==> src/rtl/fsp_pkg.sv <==
// Shared types and constants for the conversion specification parser.
`timescale 1ns / 1ps

package fsp_pkg;

    // Character codes that steer the parse
    localparam logic [7:0] CH_ZERO    = 8'h30;  // '0'
    localparam logic [7:0] CH_NINE    = 8'h39;  // '9'
    localparam logic [7:0] CH_MINUS   = 8'h2D;  // '-'
    localparam logic [7:0] CH_STAR    = 8'h2A;  // '*'
    localparam logic [7:0] CH_DOT     = 8'h2E;  // '.'
    localparam logic [7:0] CH_LC_C    = 8'h63;  // 'c'
    localparam logic [7:0] CH_LC_S    = 8'h73;  // 's'
    localparam logic [7:0] CH_LC_P    = 8'h70;  // 'p'
    localparam logic [7:0] CH_LC_D    = 8'h64;  // 'd'
    localparam logic [7:0] CH_LC_I    = 8'h69;  // 'i'
    localparam logic [7:0] CH_LC_U    = 8'h75;  // 'u'
    localparam logic [7:0] CH_LC_X    = 8'h78;  // 'x'
    localparam logic [7:0] CH_UC_X    = 8'h58;  // 'X'
    localparam logic [7:0] CH_PERCENT = 8'h25;  // '%'

    // Conversion codes as they appear on the result
    localparam logic [3:0] CONV_NONE    = 4'd0;
    localparam logic [3:0] CONV_C       = 4'd1;
    localparam logic [3:0] CONV_S       = 4'd2;
    localparam logic [3:0] CONV_P       = 4'd3;
    localparam logic [3:0] CONV_D       = 4'd4;
    localparam logic [3:0] CONV_I       = 4'd5;
    localparam logic [3:0] CONV_U       = 4'd6;
    localparam logic [3:0] CONV_LX      = 4'd7;
    localparam logic [3:0] CONV_UX      = 4'd8;
    localparam logic [3:0] CONV_PERCENT = 4'd9;

    // Saturation limit for widths and decimal precisions
    localparam logic [30:0] SAT_MAX = 31'h7FFF_FFFF;

    // Request queue between front and back
    localparam int QUEUE_DEPTH = 4;
    localparam int QPTR_W      = $clog2(QUEUE_DEPTH);
    localparam int QCNT_W      = $clog2(QUEUE_DEPTH + 1);

    // Stream payload widths
    localparam int IN_TDATA_W  = 40;
    localparam int OUT_TDATA_W = 72;

    typedef enum logic [2:0] {
        K_DIGIT,
        K_MINUS,
        K_STAR,
        K_DOT,
        K_CONV,
        K_OTHER
    } t_kind;

    // One classified request
    typedef struct packed {
        t_kind              kind;
        logic        [3:0]  digit;
        logic        [3:0]  conv;
        logic signed [31:0] star;
    } t_item;

    // One result as carried on the output stream
    typedef struct packed {
        logic               char_consumed;
        logic signed [31:0] precision;
        logic               precision_given;
        logic        [30:0] field_width;
        logic               left_justify;
        logic               zero_pad;
        logic        [3:0]  conversion;
    } t_result;

endpackage

==> src/rtl/format_spec_parser.sv <==
// Top level of the printf-style conversion specification parser.
//
// Usage:
//   s_axis carries one character of a format string per request, together
//   with the argument value that a '*' in that position takes. The first
//   character of each specification (the introducer) is skipped; flags,
//   width and precision follow, and a conversion letter or any unexpected
//   character closes the specification and produces one result on m_axis.
// Result path: when the request queue is empty, the closing character's
//   request is written into the queue as it is accepted, and the result
//   register then loads from the queue head and offers the result on m_axis.
// Throughput: one character per cycle while the receiver takes results and
//   the queue is not full. Each character is one step of the back end (one
//   shared multiply-by-ten add with saturation).
// Reset (i_rst_n low at a clock edge): empties the four-entry request
//   queue, drops any held result and returns the parser to await an
//   introducer.
// Receiver stall: a finished result waits in the output register; the back
//   end keeps consuming characters that produce no result, holds at the next
//   closing character, and s_axis_tready falls once the queue holds four
//   requests, the blocked one included.
`timescale 1ns / 1ps

module format_spec_parser
    import fsp_pkg::*;
(
    input  logic                   i_clk,
    input  logic                   i_rst_n,

    input  logic                   s_axis_tvalid,
    output logic                   s_axis_tready,
    // [7:0] in_char, [39:8] star_value
    input  logic [IN_TDATA_W-1:0]  s_axis_tdata,

    output logic                   m_axis_tvalid,
    input  logic                   m_axis_tready,
    // [3:0] conversion, [4] zero_pad, [5] left_justify, [36:6] field_width,
    // [37] precision_given, [69:38] precision, [70] char_consumed, [71] zero
    output logic [OUT_TDATA_W-1:0] m_axis_tdata
);

    t_item   w_front_item;
    t_item   w_queue_item;
    logic    w_queue_full;
    logic    w_queue_valid;
    logic    w_pop;
    t_result w_result;

    // Classify the incoming character
    fsp_front u_front (
        .i_char (s_axis_tdata[7:0]),
        .i_star (s_axis_tdata[39:8]),
        .o_item (w_front_item)
    );

    // Hold classified requests until the parser takes them
    fsp_queue u_queue (
        .i_clk   (i_clk),
        .i_rst_n (i_rst_n),
        .i_push  (s_axis_tvalid),
        .i_item  (w_front_item),
        .o_full  (w_queue_full),
        .i_pop   (w_pop),
        .o_valid (w_queue_valid),
        .o_item  (w_queue_item)
    );

    // Advance the parse and register each result
    fsp_back u_back (
        .i_clk       (i_clk),
        .i_rst_n     (i_rst_n),
        .i_valid     (w_queue_valid),
        .i_item      (w_queue_item),
        .o_pop       (w_pop),
        .o_out_valid (m_axis_tvalid),
        .i_out_ready (m_axis_tready),
        .o_result    (w_result)
    );

    assign s_axis_tready = !w_queue_full;
    // Pad the 71-bit result with a zero bit up to whole bytes
    assign m_axis_tdata  = {1'b0, w_result};

endmodule

==> src/rtl/fsp_front.sv <==
// Front end: classifies each incoming character into a parse request.
`timescale 1ns / 1ps

module fsp_front
    import fsp_pkg::*;
(
    input  logic        [7:0]  i_char,
    input  logic signed [31:0] i_star,
    output t_item              o_item
);

    logic       w_is_digit;
    logic [7:0] w_digit_full;

    assign w_is_digit   = (i_char >= CH_ZERO) && (i_char <= CH_NINE);
    assign w_digit_full = i_char - CH_ZERO;

    always_comb begin
        o_item.star  = i_star;
        o_item.digit = w_digit_full[3:0];
        o_item.conv  = CONV_NONE;
        o_item.kind  = K_OTHER;
        if (w_is_digit) begin
            o_item.kind = K_DIGIT;
        end else begin
            unique case (i_char)
                CH_MINUS:   o_item.kind = K_MINUS;
                CH_STAR:    o_item.kind = K_STAR;
                CH_DOT:     o_item.kind = K_DOT;
                CH_LC_C:    begin o_item.kind = K_CONV; o_item.conv = CONV_C;       end
                CH_LC_S:    begin o_item.kind = K_CONV; o_item.conv = CONV_S;       end
                CH_LC_P:    begin o_item.kind = K_CONV; o_item.conv = CONV_P;       end
                CH_LC_D:    begin o_item.kind = K_CONV; o_item.conv = CONV_D;       end
                CH_LC_I:    begin o_item.kind = K_CONV; o_item.conv = CONV_I;       end
                CH_LC_U:    begin o_item.kind = K_CONV; o_item.conv = CONV_U;       end
                CH_LC_X:    begin o_item.kind = K_CONV; o_item.conv = CONV_LX;      end
                CH_UC_X:    begin o_item.kind = K_CONV; o_item.conv = CONV_UX;      end
                CH_PERCENT: begin o_item.kind = K_CONV; o_item.conv = CONV_PERCENT; end
                default:    o_item.kind = K_OTHER;
            endcase
        end
    end

endmodule

==> src/rtl/fsp_queue.sv <==
// Short request queue that decouples the classifier from the parser.
`timescale 1ns / 1ps

module fsp_queue
    import fsp_pkg::*;
(
    input  logic  i_clk,
    input  logic  i_rst_n,
    input  logic  i_push,
    input  t_item i_item,
    output logic  o_full,
    input  logic  i_pop,
    output logic  o_valid,
    output t_item o_item
);

    t_item              r_mem [QUEUE_DEPTH];
    logic [QPTR_W-1:0]  r_wr_ptr;
    logic [QPTR_W-1:0]  r_rd_ptr;
    logic [QCNT_W-1:0]  r_count;

    logic w_push;
    logic w_pop;

    assign o_full  = (r_count == QCNT_W'(QUEUE_DEPTH));
    assign o_valid = (r_count != '0);
    assign o_item  = r_mem[r_rd_ptr];
    assign w_push  = i_push && !o_full;
    assign w_pop   = i_pop && o_valid;

    always_ff @(posedge i_clk) begin
        if (w_push) begin
            r_mem[r_wr_ptr] <= i_item;
        end
    end

    always_ff @(posedge i_clk) begin
        if (!i_rst_n) begin
            r_wr_ptr <= '0;
            r_rd_ptr <= '0;
            r_count  <= '0;
        end else begin
            if (w_push) r_wr_ptr <= r_wr_ptr + QPTR_W'(1);
            if (w_pop)  r_rd_ptr <= r_rd_ptr + QPTR_W'(1);
            if (w_push && !w_pop)      r_count <= r_count + QCNT_W'(1);
            else if (w_pop && !w_push) r_count <= r_count - QCNT_W'(1);
        end
    end

    a_count_in_range: assert property (@(posedge i_clk) disable iff (!i_rst_n)
        r_count <= QCNT_W'(QUEUE_DEPTH))
        else $error("queue count beyond depth");

    a_full_no_grow: assert property (@(posedge i_clk) disable iff (!i_rst_n)
        (o_full && !i_pop) |=> o_full)
        else $error("full queue drained without a pop");

    a_pop_moves_ptr: assert property (@(posedge i_clk) disable iff (!i_rst_n)
        w_pop |=> (r_rd_ptr == $past(r_rd_ptr) + QPTR_W'(1)))
        else $error("read pointer did not advance on pop");

endmodule

==> src/rtl/fsp_back.sv <==
// Back end: parse state machine, saturating accumulator and result register.
`timescale 1ns / 1ps

module fsp_back
    import fsp_pkg::*;
(
    input  logic    i_clk,
    input  logic    i_rst_n,
    input  logic    i_valid,
    input  t_item   i_item,
    output logic    o_pop,
    output logic    o_out_valid,
    input  logic    i_out_ready,
    output t_result o_result
);

    typedef enum logic [2:0] {
        PH_INTRO,
        PH_FLAGS,
        PH_WDIG,
        PH_PCHK,
        PH_PSTRT,
        PH_PDIG,
        PH_CONV
    } t_phase;

    t_phase             r_phase,      n_phase;
    logic        [30:0] r_width,      n_width;
    logic signed [31:0] r_prec,       n_prec;
    logic               r_zero,       n_zero;
    logic               r_left,       n_left;
    logic               r_prec_given, n_prec_given;
    logic               r_out_valid;
    t_result            r_result;

    logic        w_emit;
    logic        w_slot_free;
    logic [30:0] w_acc_in;
    logic [34:0] w_acc_sum;
    logic [30:0] w_acc_out;
    logic [31:0] w_star_mag;
    logic [30:0] w_star_width;
    logic        w_is_digit;
    logic        w_res_prec_given;
    t_result     w_result;

    assign w_is_digit = (i_item.kind == K_DIGIT);

    // One multiply-by-ten-and-add, shared by width and precision digits
    assign w_acc_in  = ((r_phase == PH_PSTRT) || (r_phase == PH_PDIG)) ? r_prec[30:0] : r_width;
    assign w_acc_sum = {1'b0, w_acc_in, 3'b000} + {3'b000, w_acc_in, 1'b0}
                     + {31'd0, i_item.digit};
    assign w_acc_out = (w_acc_sum[34:31] != 4'd0) ? SAT_MAX : w_acc_sum[30:0];

    // Magnitude of a star width; the most negative argument saturates
    assign w_star_mag   = i_item.star[31] ? (32'd0 - i_item.star) : i_item.star;
    assign w_star_width = w_star_mag[31] ? SAT_MAX : w_star_mag[30:0];

    always_comb begin
        n_phase      = r_phase;
        n_width      = r_width;
        n_prec       = r_prec;
        n_zero       = r_zero;
        n_left       = r_left;
        n_prec_given = r_prec_given;
        w_emit       = 1'b0;
        unique case (r_phase)
            PH_FLAGS: begin
                if (w_is_digit && (i_item.digit == 4'd0)) begin
                    n_zero = 1'b1;
                end else if (i_item.kind == K_MINUS) begin
                    n_left = 1'b1;
                end else if (i_item.kind == K_STAR) begin
                    if (i_item.star[31]) n_left = 1'b1;
                    n_width = w_star_width;
                    n_phase = PH_PCHK;
                end else if (w_is_digit) begin
                    n_width = w_acc_out;
                    n_phase = PH_WDIG;
                end else if (i_item.kind == K_DOT) begin
                    n_prec_given = 1'b1;
                    n_prec       = '0;
                    n_phase      = PH_PSTRT;
                end else begin
                    w_emit = 1'b1;
                end
            end
            PH_WDIG: begin
                if (w_is_digit) begin
                    n_width = w_acc_out;
                end else if (i_item.kind == K_DOT) begin
                    n_prec_given = 1'b1;
                    n_prec       = '0;
                    n_phase      = PH_PSTRT;
                end else begin
                    w_emit = 1'b1;
                end
            end
            PH_PCHK: begin
                if (i_item.kind == K_DOT) begin
                    n_prec_given = 1'b1;
                    n_prec       = '0;
                    n_phase      = PH_PSTRT;
                end else begin
                    w_emit = 1'b1;
                end
            end
            PH_PSTRT: begin
                if (i_item.kind == K_STAR) begin
                    n_prec = i_item.star;
                    if (i_item.star[31]) n_prec_given = 1'b0;
                    n_phase = PH_CONV;
                end else if (w_is_digit) begin
                    n_prec  = {1'b0, w_acc_out};
                    n_phase = PH_PDIG;
                end else begin
                    w_emit = 1'b1;
                end
            end
            PH_PDIG: begin
                if (w_is_digit) begin
                    n_prec = {1'b0, w_acc_out};
                end else begin
                    w_emit = 1'b1;
                end
            end
            PH_CONV: begin
                w_emit = 1'b1;
            end
            default: begin
                // introducer: skip it and start a fresh specification
                n_phase      = PH_FLAGS;
                n_width      = '0;
                n_prec       = '0;
                n_zero       = 1'b0;
                n_left       = 1'b0;
                n_prec_given = 1'b0;
            end
        endcase
        if (w_emit) begin
            n_phase      = PH_INTRO;
            n_width      = '0;
            n_prec       = '0;
            n_zero       = 1'b0;
            n_left       = 1'b0;
            n_prec_given = 1'b0;
        end
    end

    // Result with the clearing rules applied
    always_comb begin
        w_res_prec_given = r_prec_given && (i_item.conv != CONV_C)
                        && (i_item.conv != CONV_PERCENT);
        w_result.conversion      = i_item.conv;
        w_result.left_justify    = r_left;
        w_result.field_width     = r_width;
        w_result.precision_given = w_res_prec_given;
        w_result.precision       = r_prec;
        w_result.char_consumed   = (i_item.conv != CONV_NONE);
        w_result.zero_pad        = r_zero && !r_left
                                && !(w_res_prec_given && (i_item.conv != CONV_S));
    end

    assign w_slot_free = !r_out_valid || i_out_ready;
    assign o_pop       = i_valid && (!w_emit || w_slot_free);
    assign o_out_valid = r_out_valid;
    assign o_result    = r_result;

    always_ff @(posedge i_clk) begin
        if (!i_rst_n) begin
            r_phase      <= PH_INTRO;
            r_width      <= '0;
            r_prec       <= '0;
            r_zero       <= 1'b0;
            r_left       <= 1'b0;
            r_prec_given <= 1'b0;
            r_out_valid  <= 1'b0;
        end else begin
            if (o_pop) begin
                r_phase      <= n_phase;
                r_width      <= n_width;
                r_prec       <= n_prec;
                r_zero       <= n_zero;
                r_left       <= n_left;
                r_prec_given <= n_prec_given;
            end
            if (o_pop && w_emit) begin
                r_out_valid <= 1'b1;
            end else if (i_out_ready) begin
                r_out_valid <= 1'b0;
            end
        end
    end

    always_ff @(posedge i_clk) begin
        if (o_pop && w_emit) begin
            r_result <= w_result;
        end
    end

    a_no_overwrite: assert property (@(posedge i_clk) disable iff (!i_rst_n)
        (r_out_valid && !i_out_ready) |-> !(o_pop && w_emit))
        else $error("result overwritten while held");

    a_emit_restarts: assert property (@(posedge i_clk) disable iff (!i_rst_n)
        (o_pop && w_emit) |=> (r_phase == PH_INTRO) && (r_width == '0))
        else $error("parser did not restart after a result");

    a_consumed_match: assert property (@(posedge i_clk) disable iff (!i_rst_n)
        r_out_valid |-> (r_result.char_consumed == (r_result.conversion != CONV_NONE)))
        else $error("consumed flag disagrees with conversion");

    a_pad_exclusive: assert property (@(posedge i_clk) disable iff (!i_rst_n)
        r_out_valid |-> !(r_result.zero_pad && r_result.left_justify))
        else $error("zero pad and left justify both set");

endmodule
==> config.mk <==
export PLATFORM = sky130hd
export DESIGN_NAME = format_spec_parser
export DESIGN_NICKNAME = d
export VERILOG_FILES = /design/src/rtl/fsp_pkg.sv /design/src/rtl/format_spec_parser.sv /design/src/rtl/fsp_front.sv /design/src/rtl/fsp_queue.sv /design/src/rtl/fsp_back.sv
export SDC_FILE = /design/constraint.sdc
export NUM_CORES = 1
export LEC_CHECK = 0
export BUFFER_PORTS_ARGS = -buffer_cell sky130_fd_sc_hd__buf_4
export CORE_MARGIN = 2
export CORE_UTILIZATION = 50
export CTS_BUF_LIST = sky130_fd_sc_hd__clkbuf_8
export CTS_CLUSTER_SIZE = 8
export DETAILED_ROUTE_END_ITERATION = 8
export MAX_ROUTING_LAYER = met4
export PLACE_DENSITY = 0.77
export SLEW_MARGIN = 30
export SYNTH_ARGS = -nofsm -noshare
export SYNTH_HDL_FRONTEND = slang
export SYNTH_SLANG_ARGS = --single-unit
==> constraint.sdc <==
create_clock -name i_clk -period 5.7 [get_ports i_clk]
set_clock_uncertainty 0.1 [all_clocks]
set_input_delay 0.57 -clock i_clk [delete_from_list [all_inputs] [get_ports i_clk]]
set_output_delay 0.57 -clock i_clk [all_outputs]
set_load 0.02 [all_outputs]
Word-level counts from Yosys, hierarchy flattened
Memory sizes are Yosys's and may differ from the RTL's. A register that Yosys moved wholly into a read port is not among the register bits.
Cells that the tools add are included.
{"block": "classes", "n_addsub": 8, "n_mul": 0, "div_mod_pow": 0, "n_lt_le_gt_ge": 2, "n_eq_ne": 39, "n_shift": 0, "mux": 67, "bitwise": 0, "reduce_logical": 40}
{"cell": "$mux 32", "count": 9}
{"cell": "$mux 31", "count": 8}
{"cell": "$pmux 32 s6", "count": 1}
{"cell": "$pmux 31 s3", "count": 1}
{"cell": "$eq 8x7->1 const B", "count": 8}
{"cell": "$mux 3", "count": 12}
{"cell": "$pmux 4 s9", "count": 1}
{"cell": "$add 34x32->35", "count": 1}
{"cell": "$add 35x4->35", "count": 1}
{"cell": "$eq 8x6->1 const B", "count": 4}
{"cell": "$sub 1x32->32 const A", "count": 1}
{"cell": "$mux 1", "count": 26}
{"cell": "$ne 3x2->1 const B", "count": 5}
{"cell": "$pmux 3 s5", "count": 1}
{"cell": "$logic_and 1x1->1", "count": 13}
{"cell": "$eq 3x2->1 const B", "count": 4}
{"cell": "$eq 3x3->1 const B", "count": 4}
{"cell": "$ne 4x1->1 const B", "count": 3}
{"cell": "$pmux 3 s4", "count": 1}
{"cell": "$reduce_and 5->1", "count": 2}
{"cell": "$reduce_or 9->1", "count": 1}
{"cell": "$ge 8x6->1 const B", "count": 1}
{"cell": "$le 8x6->1 const B", "count": 1}
{"cell": "$ne 2x1->1 const B", "count": 4}
{"cell": "other kinds (27)", "count": 43}
{"block": "totals", "ff_bits": 148, "latch_bits": 0, "mem_bits_rw": 172, "rom_bits": 0, "in_bits": 44, "out_inout_bits": 74, "wordCells": 174, "n_memories": 1}
{"name": "u_queue.r_mem", "words": 4, "word_bits": 43, "read_ports": 1, "rd_ports_with_merged_regs": 1, "wr": 1, "line": "fsp_queue.sv:17", "rtl": "t_item r_mem [QUEUE_DEPTH];"}

Logic depth before layout (Yosys ltp)
Gate-level depths: netlist of the first run.
{"block": "logic_depth", "ltp_word": 14, "depth_mapped": 21, "depth_no_buf": 16}

Modules after synthesis
Synthesis of the first run repeated with hierarchy kept, for this count alone.
{"block": "hier_totals", "cells_unflattened": 1542, "area_unflattened_um2": 17082.6}
{"mod": "fsp_back", "instances": 1, "cells_per_inst": 1177, "area_each_um2": 9686.8, "seq_area_each_um2": 3533.4}
{"mod": "fsp_queue", "instances": 1, "cells_per_inst": 273, "area_each_um2": 6746.5, "seq_area_each_um2": 5345.1}
{"mod": "fsp_front", "instances": 1, "cells_per_inst": 89, "area_each_um2": 634.4, "seq_area_each_um2": 0.0}
{"mod": "format_spec_parser", "instances": 1, "cells_per_inst": 3, "area_each_um2": 15.0, "seq_area_each_um2": 0.0}

Least setup slack after synthesis of the first run
OpenSTA, ideal clock, no wires.
{"block": "synth_timing", "path_kind": "register -> register", "from": "reg (tool-made name)", "to": "reg u_back.r_result (netlist bit u_back.o_result[0]) (enable)", "setup_ps": 501, "t_arrival_ps": 4883, "required_ps": 5099, "slack_ps": 217, "stages_incl_launch_ff": 9, "path_buffers": 2, "period_less_slack_ps": 5483, "cell_sequence": "dfxtp_1 buf_6 mux4_2 clkbuf_1 o21a_1 o22ai_1 a211o_1 o21ai_1 nor2_1"}
{"element": "end signal: assignment", "line": "fsp_back.sv:197", "rtl": "r_result <= w_result;"}
{"element": "end: declaration", "line": "fsp_back.sv:34", "rtl": "t_result r_result;"}

Worst setup path in the final report of the first run
{"block": "layout_timing", "from": "reg u_back.r_phase[1]", "to": "reg u_back.r_prec[4]"}
{"block": "layout_between", "elab_chain_cells": 11, "elab_cells_between_ends": 25, "cone_classes": "2 x add/sub; 10 x eq/ne; 7 x mux; 6 x reduce/logical"}
{"element": "start: declaration", "line": "fsp_back.sv:27", "rtl": "t_phase r_phase, n_phase;"}
{"element": "start signal: assignment", "line": "fsp_back.sv:180", "rtl": "r_phase <= n_phase;"}
{"element": "$eq 3x3->1", "line": "fsp_back.sv:50, fsp_back.sv:67"}
{"element": "$logic_or 1x1->1", "line": "fsp_back.sv:50", "rtl": "assign w_acc_in = ((r_phase == PH_PSTRT) || (r_phase == PH_PDIG)) ? r_prec[30:0] : r_width;"}
{"element": "$mux 31", "line": "fsp_back.sv:50"}
{"element": "$add 34x32->35", "line": "fsp_back.sv:51", "rtl": "assign w_acc_sum = {1'b0, w_acc_in, 3'b000} + {3'b000, w_acc_in, 1'b0}"}
{"element": "$add 35x4->35", "line": "fsp_back.sv:52", "rtl": "+ {31'd0, i_item.digit};"}
{"element": "$reduce_bool 4->1", "line": "fsp_back.sv:53", "rtl": "assign w_acc_out = (w_acc_sum[34:31] != 4'd0) ? SAT_MAX : w_acc_sum[30:0];"}
{"element": "$mux 31", "line": "fsp_back.sv:53"}
{"element": "$mux 32", "line": "fsp_back.sv:113, fsp_back.sv:121"}
{"element": "$mux 32", "line": "fsp_back.sv:109", "rtl": "if (i_item.kind == K_STAR) begin"}
{"element": "$pmux 32 s6", "line": "fsp_back.sv:67", "rtl": "unique case (r_phase)"}
{"element": "$mux 32", "line": "fsp_back.sv:140", "rtl": "if (w_emit) begin"}
{"element": "end signal: assignment", "line": "fsp_back.sv:182", "rtl": "r_prec <= n_prec;"}
{"element": "end: declaration", "line": "fsp_back.sv:29", "rtl": "logic signed [31:0] r_prec, n_prec;"}
Several ways; a longest one is shown, not always the timed one.
A chain may end at the register's enable or synchronous reset.

==> flow_metrics.env, run 1 <==
export IMPL_area_delta_synth_final_pct=13.13
export IMPL_r2r_setup_slack_ns=0.53
export IMPL_slew_headroom=0.4021
export IMPL_start_util=0.5057
export IMPL_viasPerCell=6.100
export IMPL_worst_path_max_fanout=18
export IMPL_leakagePower_nw=6.916
export IMPL_netlist_instances=1382
export IMPL_clock_fmax_mhz=193.5
export IMPL_tightest_slew_ns=0.8829
export IMPL_fill_cells=2547
export IMPL_crit_required_ns=6.02
export IMPL_post_drt_wl_per_cell_um=20.54
export IMPL_arrival_ns=5.49
export IMPL_grt_pass1_vias=11120
export IMPL_grt_setup_unrepaired="false"
export IMPL_crit_end="u_back.r_prec[4]"
export IMPL_ys_warn_count=0
export IMPL_clock_path_buffers=3
export IMPL_cts_repair_resized=0
export IMPL_status="complete, no violations"
export IMPL_synth_top_area_frac=0.4597
export IMPL_p_sw_mw=2.503
export IMPL_multi_input_area_um2=6606
export IMPL_synth_area_leaders="edfxtp_1 (46%), dfxtp_1 (10%), mux4_2 (6.0%)"
export IMPL_finalSetupViolations=0
export IMPL_synth_cell_types=72
export IMPL_seq_power_share=0.429
export IMPL_finalHoldViolCount=0
export IMPL_p_per_area_nw_per_um2=392.2
export IMPL_hold_slack_ns=0.09740
export IMPL_grt_overflow=0
export IMPL_cts_htree_levels=2
export IMPL_startpoint="u_back.r_phase[1]"
export IMPL_vias=11760
export IMPL_ant_nets=0
export IMPL_n_antenna_cell=0
export IMPL_worstReg2RegEnd="u_back.r_prec[4]"
export IMPL_synthFlopType="edfxtp_1"
export IMPL_drtIter0Drc=1118
export IMPL_end_kind="flip-flop"
export IMPL_yosysTopAreaCell="edfxtp_1"
export IMPL_drc=0
export IMPL_clk_root_buffer_cell="clkbuf_8"
export IMPL_utilization=0.5721
export IMPL_synth_edf_count=243
export IMPL_p_clk_frac=0.240
export IMPL_synth_common_cells="edfxtp_1 (243), nand2_1 (159), a21oi_1 (130)"
export IMPL_dieArea_um2=33190
export IMPL_die_y_um=182.2
export IMPL_grt_first_pass_wirelength_um=61870
export IMPL_pwr_share_comb=0.331
export IMPL_avgSynthCellArea_um2=11.49
export IMPL_setup_tns_ns=0
export IMPL_min_path_type="in2reg"
export IMPL_yosysSeqAreaShare=0.5593
export IMPL_netlist_area_um2=15870
export IMPL_criticalPathCategory="reg2reg"
export IMPL_drtPass1Iterations=5
export IMPL_p_int_mw=4.540
export IMPL_r2r_start="u_back.r_phase[1]"
export IMPL_clk_pin_slew_worst_paths_ns=0.06
export IMPL_gp_congestion=0.9231
export IMPL_cts_made_buffers=50
export IMPL_drv_slew=0
export IMPL_die_w_um=182.2
export IMPL_peakVddDrop_mv=0.2492
export IMPL_row_count=65
export IMPL_clk_latency_ns=0.58
export IMPL_yosysMostFrequentCell="edfxtp_1"
export IMPL_layout_drive_gt1_share=0.1756
export IMPL_ys_ff_latch=322
export IMPL_max_cap_viol_count=0
export IMPL_antenna_found_initial=0
export IMPL_cts_tree="built"
export IMPL_synth_async_reset_ratio=0
export IMPL_regArea_um2=8881
export IMPL_r2r_cells=14
export IMPL_min_period_over_period=0.9066
export IMPL_finalNetCount=1606
export IMPL_dp_hpwl_um=27980
export IMPL_critPathLaunchType="flip-flop"
export IMPL_cts_hold_buf=0
export IMPL_period_minus_slack_ns=5.168
export IMPL_coreArea_um2=31390
export IMPL_wirelength_um=39600
export IMPL_io_buffers=116
export IMPL_io_pins=118
export IMPL_switching_share=0.3553
export IMPL_cts_sinks=322
export IMPL_syn_nets=1496
export IMPL_grt_max_degree=59
export IMPL_cts_setup_buffers=0
export IMPL_grt_use_total=0.2427
-- worst max-delay path, cell delays in order (launching register included) --
cell and delay [ns]:
dfxtp_1 0.66, nand2b_1 0.27, mux2i_1 0.35, fa_1 0.49, fa_1 0.46, nand2b_1 0.19, a21oi_1 0.25, o22ai_1 0.18
o31ai_1 0.54, a31oi_1 0.19, xor2_1 0.18, nand4_1 0.43, buf_4 0.39, a21oi_1 0.21, o22ai_1 0.12
-- cells in the final DEF (no fill, tap or decap), drive strengths merged, types with 4 or more instances in the layout --
master  netlist  routed
nor3b         8       8
edfxtp      243     243
inv          23      48
nor3         27      27
mux2i         8       8
xor2         34      34
a211oi        7       7
buf          11     136
a22oi         7       7
nand4         8       8
nand2b       15      15
or2           6       6
a31oi        24      24
nor2b         9       9
and3         34      34
ha           67      67
nand2       159     159
and2          8       8
o22ai        44      44
o21ai        94      94
a21boi        4       4
a21o          8       8
dfxtp        79      79
o211ai        6       6
xnor2        21      21
mux4         42      42
clkinv        0       7
o31ai         7       7
nor4          8       8
nor2        102     102
nand3        13      13
clkbuf       67      52
o21a          9       9
a21oi       130     130
or3           8       8
-- area by class of cell --
type / count / area share
clock inverter: 34 / 0.008082
sequential: 322 / 0.4945
tap: 402 / 0.02801
multi-input combinational: 959 / 0.3679
timing repair buffer: 136 / 0.05685
clock buffer: 52 / 0.03985
inverter: 23 / 0.004807
-- layer usage --
layer | part of all wire | vias up | wire length (um) | global-route usage
met2 | 0.45 | 542 | 17970 | 0.3643
met3 | 0.078 | 65 | 3082 | 0.03991
li1 | - | 5431 | - | -
met4 | 0.021 | 0 | 849 | 0.06774
met1 | 0.45 | 5722 | 17700 | 0.3444
met5 | 0 | - | 0 | -
-- state kept, by name, summed over array words and instances (netlist names), named ones only --
name / flops
u_back.r_zero: 1
u_back.r_prec_given: 1
u_queue.r_rd_ptr: 2
u_queue.r_count: 3
u_back.r_prec: 32
u_queue.r_mem: 172
u_back.r_phase: 3
u_back.r_left: 1
u_back.o_out_valid: 1
u_back.o_result: 71
u_back.r_width: 31
u_queue.r_wr_ptr: 2
-- through the flow --
stage / power (mW) / cells / setup WS, ns / area (um2)
after floorplan: 4.664 / 1382 / 0.2165 / 15870
after global placement: 5.329 / 1842 / 0.8258 / 17090
after detailed placement: 5.366 / 1842 / 0.6322 / 17100
after CTS: 7.055 / 1928 / 0.6063 / 17960
after global routing: 7.392 / 1928 / 0.06456 / 17960
final: 7.043 / 1928 / 0.5322 / 17960
-- worst min-delay path by stage --
stage / end / cells past startpoint / from
after floorplan: u_back.o_result[5] / 0 / u_back.r_left
after global placement: u_back.r_zero / 2 / u_back.r_zero
after detailed placement: u_back.o_result[63] / 0 / u_back.r_prec[25]
after CTS: u_queue.r_mem[2][8] / 1 / s_axis_tdata[16]
after global routing: u_queue.r_mem[0][20] / 1 / s_axis_tdata[28]
final: u_queue.r_mem[2][8] / 1 / s_axis_tdata[16]
-- logic make-up after synthesis --
group / share of synthesized area
buffers and inverters: 0.02640
flip-flops: 0.5593
other: 0.0002362
AND/OR/NAND/NOR: 0.1216
AO/OA/AOI/OAI: 0.1387
multiplexers: 0.06676
adder cells (fa/ha/maj): 0.05659
XOR/XNOR: 0.03035
-- power groups by stage --
| stage | Combinational, mW | Clock [mW] | Sequential [mW] |
|---|---|---|---|
| after detailed placement | 2.29 | 0 | 3.07 |
| after CTS | 2.31 | 1.72 | 3.03 |
| final | 2.33 | 1.69 | 3.02 |
| after global placement | 2.27 | 0 | 3.06 |
| after floorplan | 1.50 | 0 | 3.17 |
| after global routing | 2.51 | 1.83 | 3.05 |
No activity file was read; power rests on OpenSTA's default activity.
==> run 2: changes to the inputs <==
PLACE_DENSITY = default   (was 0.77)
PLACE_DENSITY_LB_ADDON = 0.2   (was default)
SYNTH_HIERARCHICAL = 1   (was default)
clock period = 4.95 ns   (was 5.7 ns; I/O delays follow)
==> run 2 against run 1 <==
Area after synthesis rose by 7.6%. Via count rose by 12%. Worst setup slack lost 0.34 ns. Clock power up 41%. Register-to-register slack got worse by 0.34 ns. Power rose by 23%. Die area grew 7.4%. Critical path depth increased by 2. Count of clock-buffer cells in the layout rose by 6. Combinational power grew 25%. Sequential power increased by 11%. Critical endpoint is now u_back/r_prec[2]. Highest routed layer unchanged.
==> flow_metrics.env, run 2 <==
export IMPL_tightest_slew_ns=0.9757
export IMPL_n_antenna_cell=0
export IMPL_io_pins=118
export IMPL_final_common_cell="edfxtp_1"
export IMPL_drc=0
export IMPL_die_w_um=188.8
export IMPL_coreArea_um2=33620
export IMPL_peakVddDrop_mv=0.3266
export IMPL_finalHoldViolCount=0
export IMPL_finalSetupViolations=0
export IMPL_gp_congestion=0.9420
export IMPL_crit_required_ns=5.31
export IMPL_status="complete, no violations"
export IMPL_wirelength_um=47060
export IMPL_netlist_instances=1542
export IMPL_synth_async_reset_ratio=0
export IMPL_slew_headroom=0.3471
export IMPL_cts_htree_levels=2
export IMPL_cts_tree="built"
export IMPL_grt_first_pass_wirelength_um=73200
export IMPL_grt_use_total=0.2729
export IMPL_grt_use_met2=0.4273
export IMPL_min_path_type="in2reg"
export IMPL_yosysMostFrequentCell="edfxtp_1"
export IMPL_largest_register_ffs=172
export IMPL_layout_drive_gt1_share=0.1887
export IMPL_ant_nets=0
export IMPL_clk_root_buffer_cell="clkbuf_8"
export IMPL_post_drt_wl_per_cell_um=21.79
export IMPL_place_inst=2030
export IMPL_yosysTopAreaCell="edfxtp_1"
export IMPL_ys_ff_latch=322
export IMPL_ys_warn_count=6
export IMPL_start_util=0.5082
export IMPL_clock_fmax_mhz=210.2
export IMPL_synth_top_area_frac=0.4272
export IMPL_synth_cell_types=85
export IMPL_place_area_um2=18250
export IMPL_layout_cells_non_filler=2160
export IMPL_met3_usage=0.04619
export IMPL_synthFlopType="edfxtp_1"
export IMPL_area_delta_synth_final_pct=15.39
export IMPL_dp_hpwl_um=32580
export IMPL_finalNetCount=1785
export IMPL_grt_busiest_layer="met2"
export IMPL_p_per_area_nw_per_um2=438.9
export IMPL_drtIter0Drc=1345
export IMPL_cts_made_buffers=54
export IMPL_regMostFlops="u_queue/r_mem"
export IMPL_clk_latency_ns=0.65
export IMPL_worst_path_max_fanout=50
export IMPL_io_buffers=116
export IMPL_drtPass1Iterations=6
export IMPL_syn_nets=1656
export IMPL_total_power_mw=8.650
export IMPL_dieArea_um2=35660
export IMPL_fin_area_um2=19710
export IMPL_max_cap_viol_count=0
export IMPL_avgSynthCellArea_um2=11.08
export IMPL_min_period_over_period=0.9612
export IMPL_cts_sinks=322
export IMPL_die_y_um=188.8
export IMPL_antenna_found_initial=0
export IMPL_clock_path_buffers=3
export IMPL_grt_pass1_vias=12840
export IMPL_synth_area_leaders="edfxtp_1 (43%), dfxtp_1 (9.3%), mux4_2 (5.7%)"
export IMPL_row_count=67
export IMPL_viasPerCell=6.098
export IMPL_grt_util_met1=0.3630
export IMPL_critPathLaunchType="flip-flop"
export IMPL_end_kind="flip-flop"
export IMPL_period_minus_slack_ns=4.758
export IMPL_final_cell_mix="edfxtp_1 (243), nand2_1 (239), buf_4 (166)"
export IMPL_criticalPathCategory="reg2reg"
export IMPL_drv_slew=0
export IMPL_synth_common_cells="edfxtp_1 (243), nand2_1 (239), o21ai_0 (121)"
export IMPL_arrival_ns=5.12
export IMPL_clk_pin_slew_worst_paths_ns=0.06
export IMPL_utilization=0.5864
export IMPL_netlist_area_um2=17080
export IMPL_synth_edf_count=243
export IMPL_leakagePower_nw=7.272
export IMPL_grt_max_degree=51
export IMPL_yosysSeqAreaShare=0.5197
export IMPL_fill_cells=2784
export IMPL_setup_tns_ns=0
export IMPL_grt_overflow=0
export IMPL_vias=13170
run 2: cell count changes in the layout (fill, tap and decap cells not counted), sizes merged, moves of 30 or more:
cell         change
nand2           +80
nor2            -42
o22ai           -37
buf             +35
a221oi          +33
o21ai           +33
dlygate4sd3     +32
and3            -30
run 2: layout make-up:
type                            instances  area (um2)  area share
Clock buffer                           58       798.3     0.04050
Clock inverter                         39       281.5     0.01428
Inverter                               26       97.59    0.004951
Multi-Input combinational cell       1064        7432      0.3770
Sequential cell                       322        8884      0.4507
Tap cell                              448       560.5     0.02844
Timing Repair Buffer                  203        1658     0.08411
run 2: worst max-delay path, stage by stage, from the launching register on:
cell and delay (ns):
dfxtp_1 0.39, nand2b_1 0.17, buf_4 0.25, nand2_1 0.08, nand2_1 0.13, ha_1 0.25
ha_1 0.39, o211ai_1 0.15, o211ai_1 0.29, nand4bb_1 0.26, a21o_1 0.27, a2111oi_2 0.40
nor3_1 0.10, or4_2 0.74, buf_12 0.22, o21ai_0 0.27, a221oi_1 0.11
run 2: worst paths after layout:
check | to | start | slack [ns] | cells past startpoint
max | u_back/r_prec[2] | u_back/r_phase[1] | 0.19 | 16
max reg2reg | u_back/r_prec[2] | u_back/r_phase[1] | 0.19 | 16
min reg2reg | u_back/o_result[69] | u_back/r_prec[31] | 0.38 | 0
min | u_queue/r_mem[2][36] | s_axis_tdata[0] | 0.07 | 1
run 2: routing by layer:
metal,vias up,share of wire
li1,6075,-
met1,6512,0.44
met2,500,0.48
met3,84,0.065
met4,0,0.025
met5,-,0
run 2: kinds of logic (layout without fill, tap and decap cells):
group	count (synthesis)	after routing	share of synthesized area
compound gates	425	425	0.1617
other cells	1	1	0.0002195
mux	50	50	0.06160
fa+ha+maj	70	70	0.05259
simple gates	456	456	0.1227
flops	322	322	0.5197
buf+inv	156	326	0.04966
xor+xnor	62	62	0.03179
run 2: where the power goes:
group / switching, mW / internal (mW) / leakage [nW]
registers: 0.118 / 3.25 / 2.89
logic: 1.92 / 0.989 / 3.76
clock network: 1.09 / 1.29 / 0.619
run 2: metrics by stage:
stage / worst slack [ns] / hold slack, ns
floorplan: 0.1053 / 0.3232
global placement: 0.05441 / 0.3568
detailed placement: 0.04847 / 0.3685
CTS: 0.03232 / 0.03485
global route: -0.06089 / 0.05088
finish: 0.1923 / 0.06816
run 2: timing repair:
item                                   4_1_cts  5_1_grt
endpoints found under the hold margin      128        0
setup endpoints to repair                    0       61
hold buffers                                32        0
buffers inserted                             0        1
gates resized for setup                      0       13
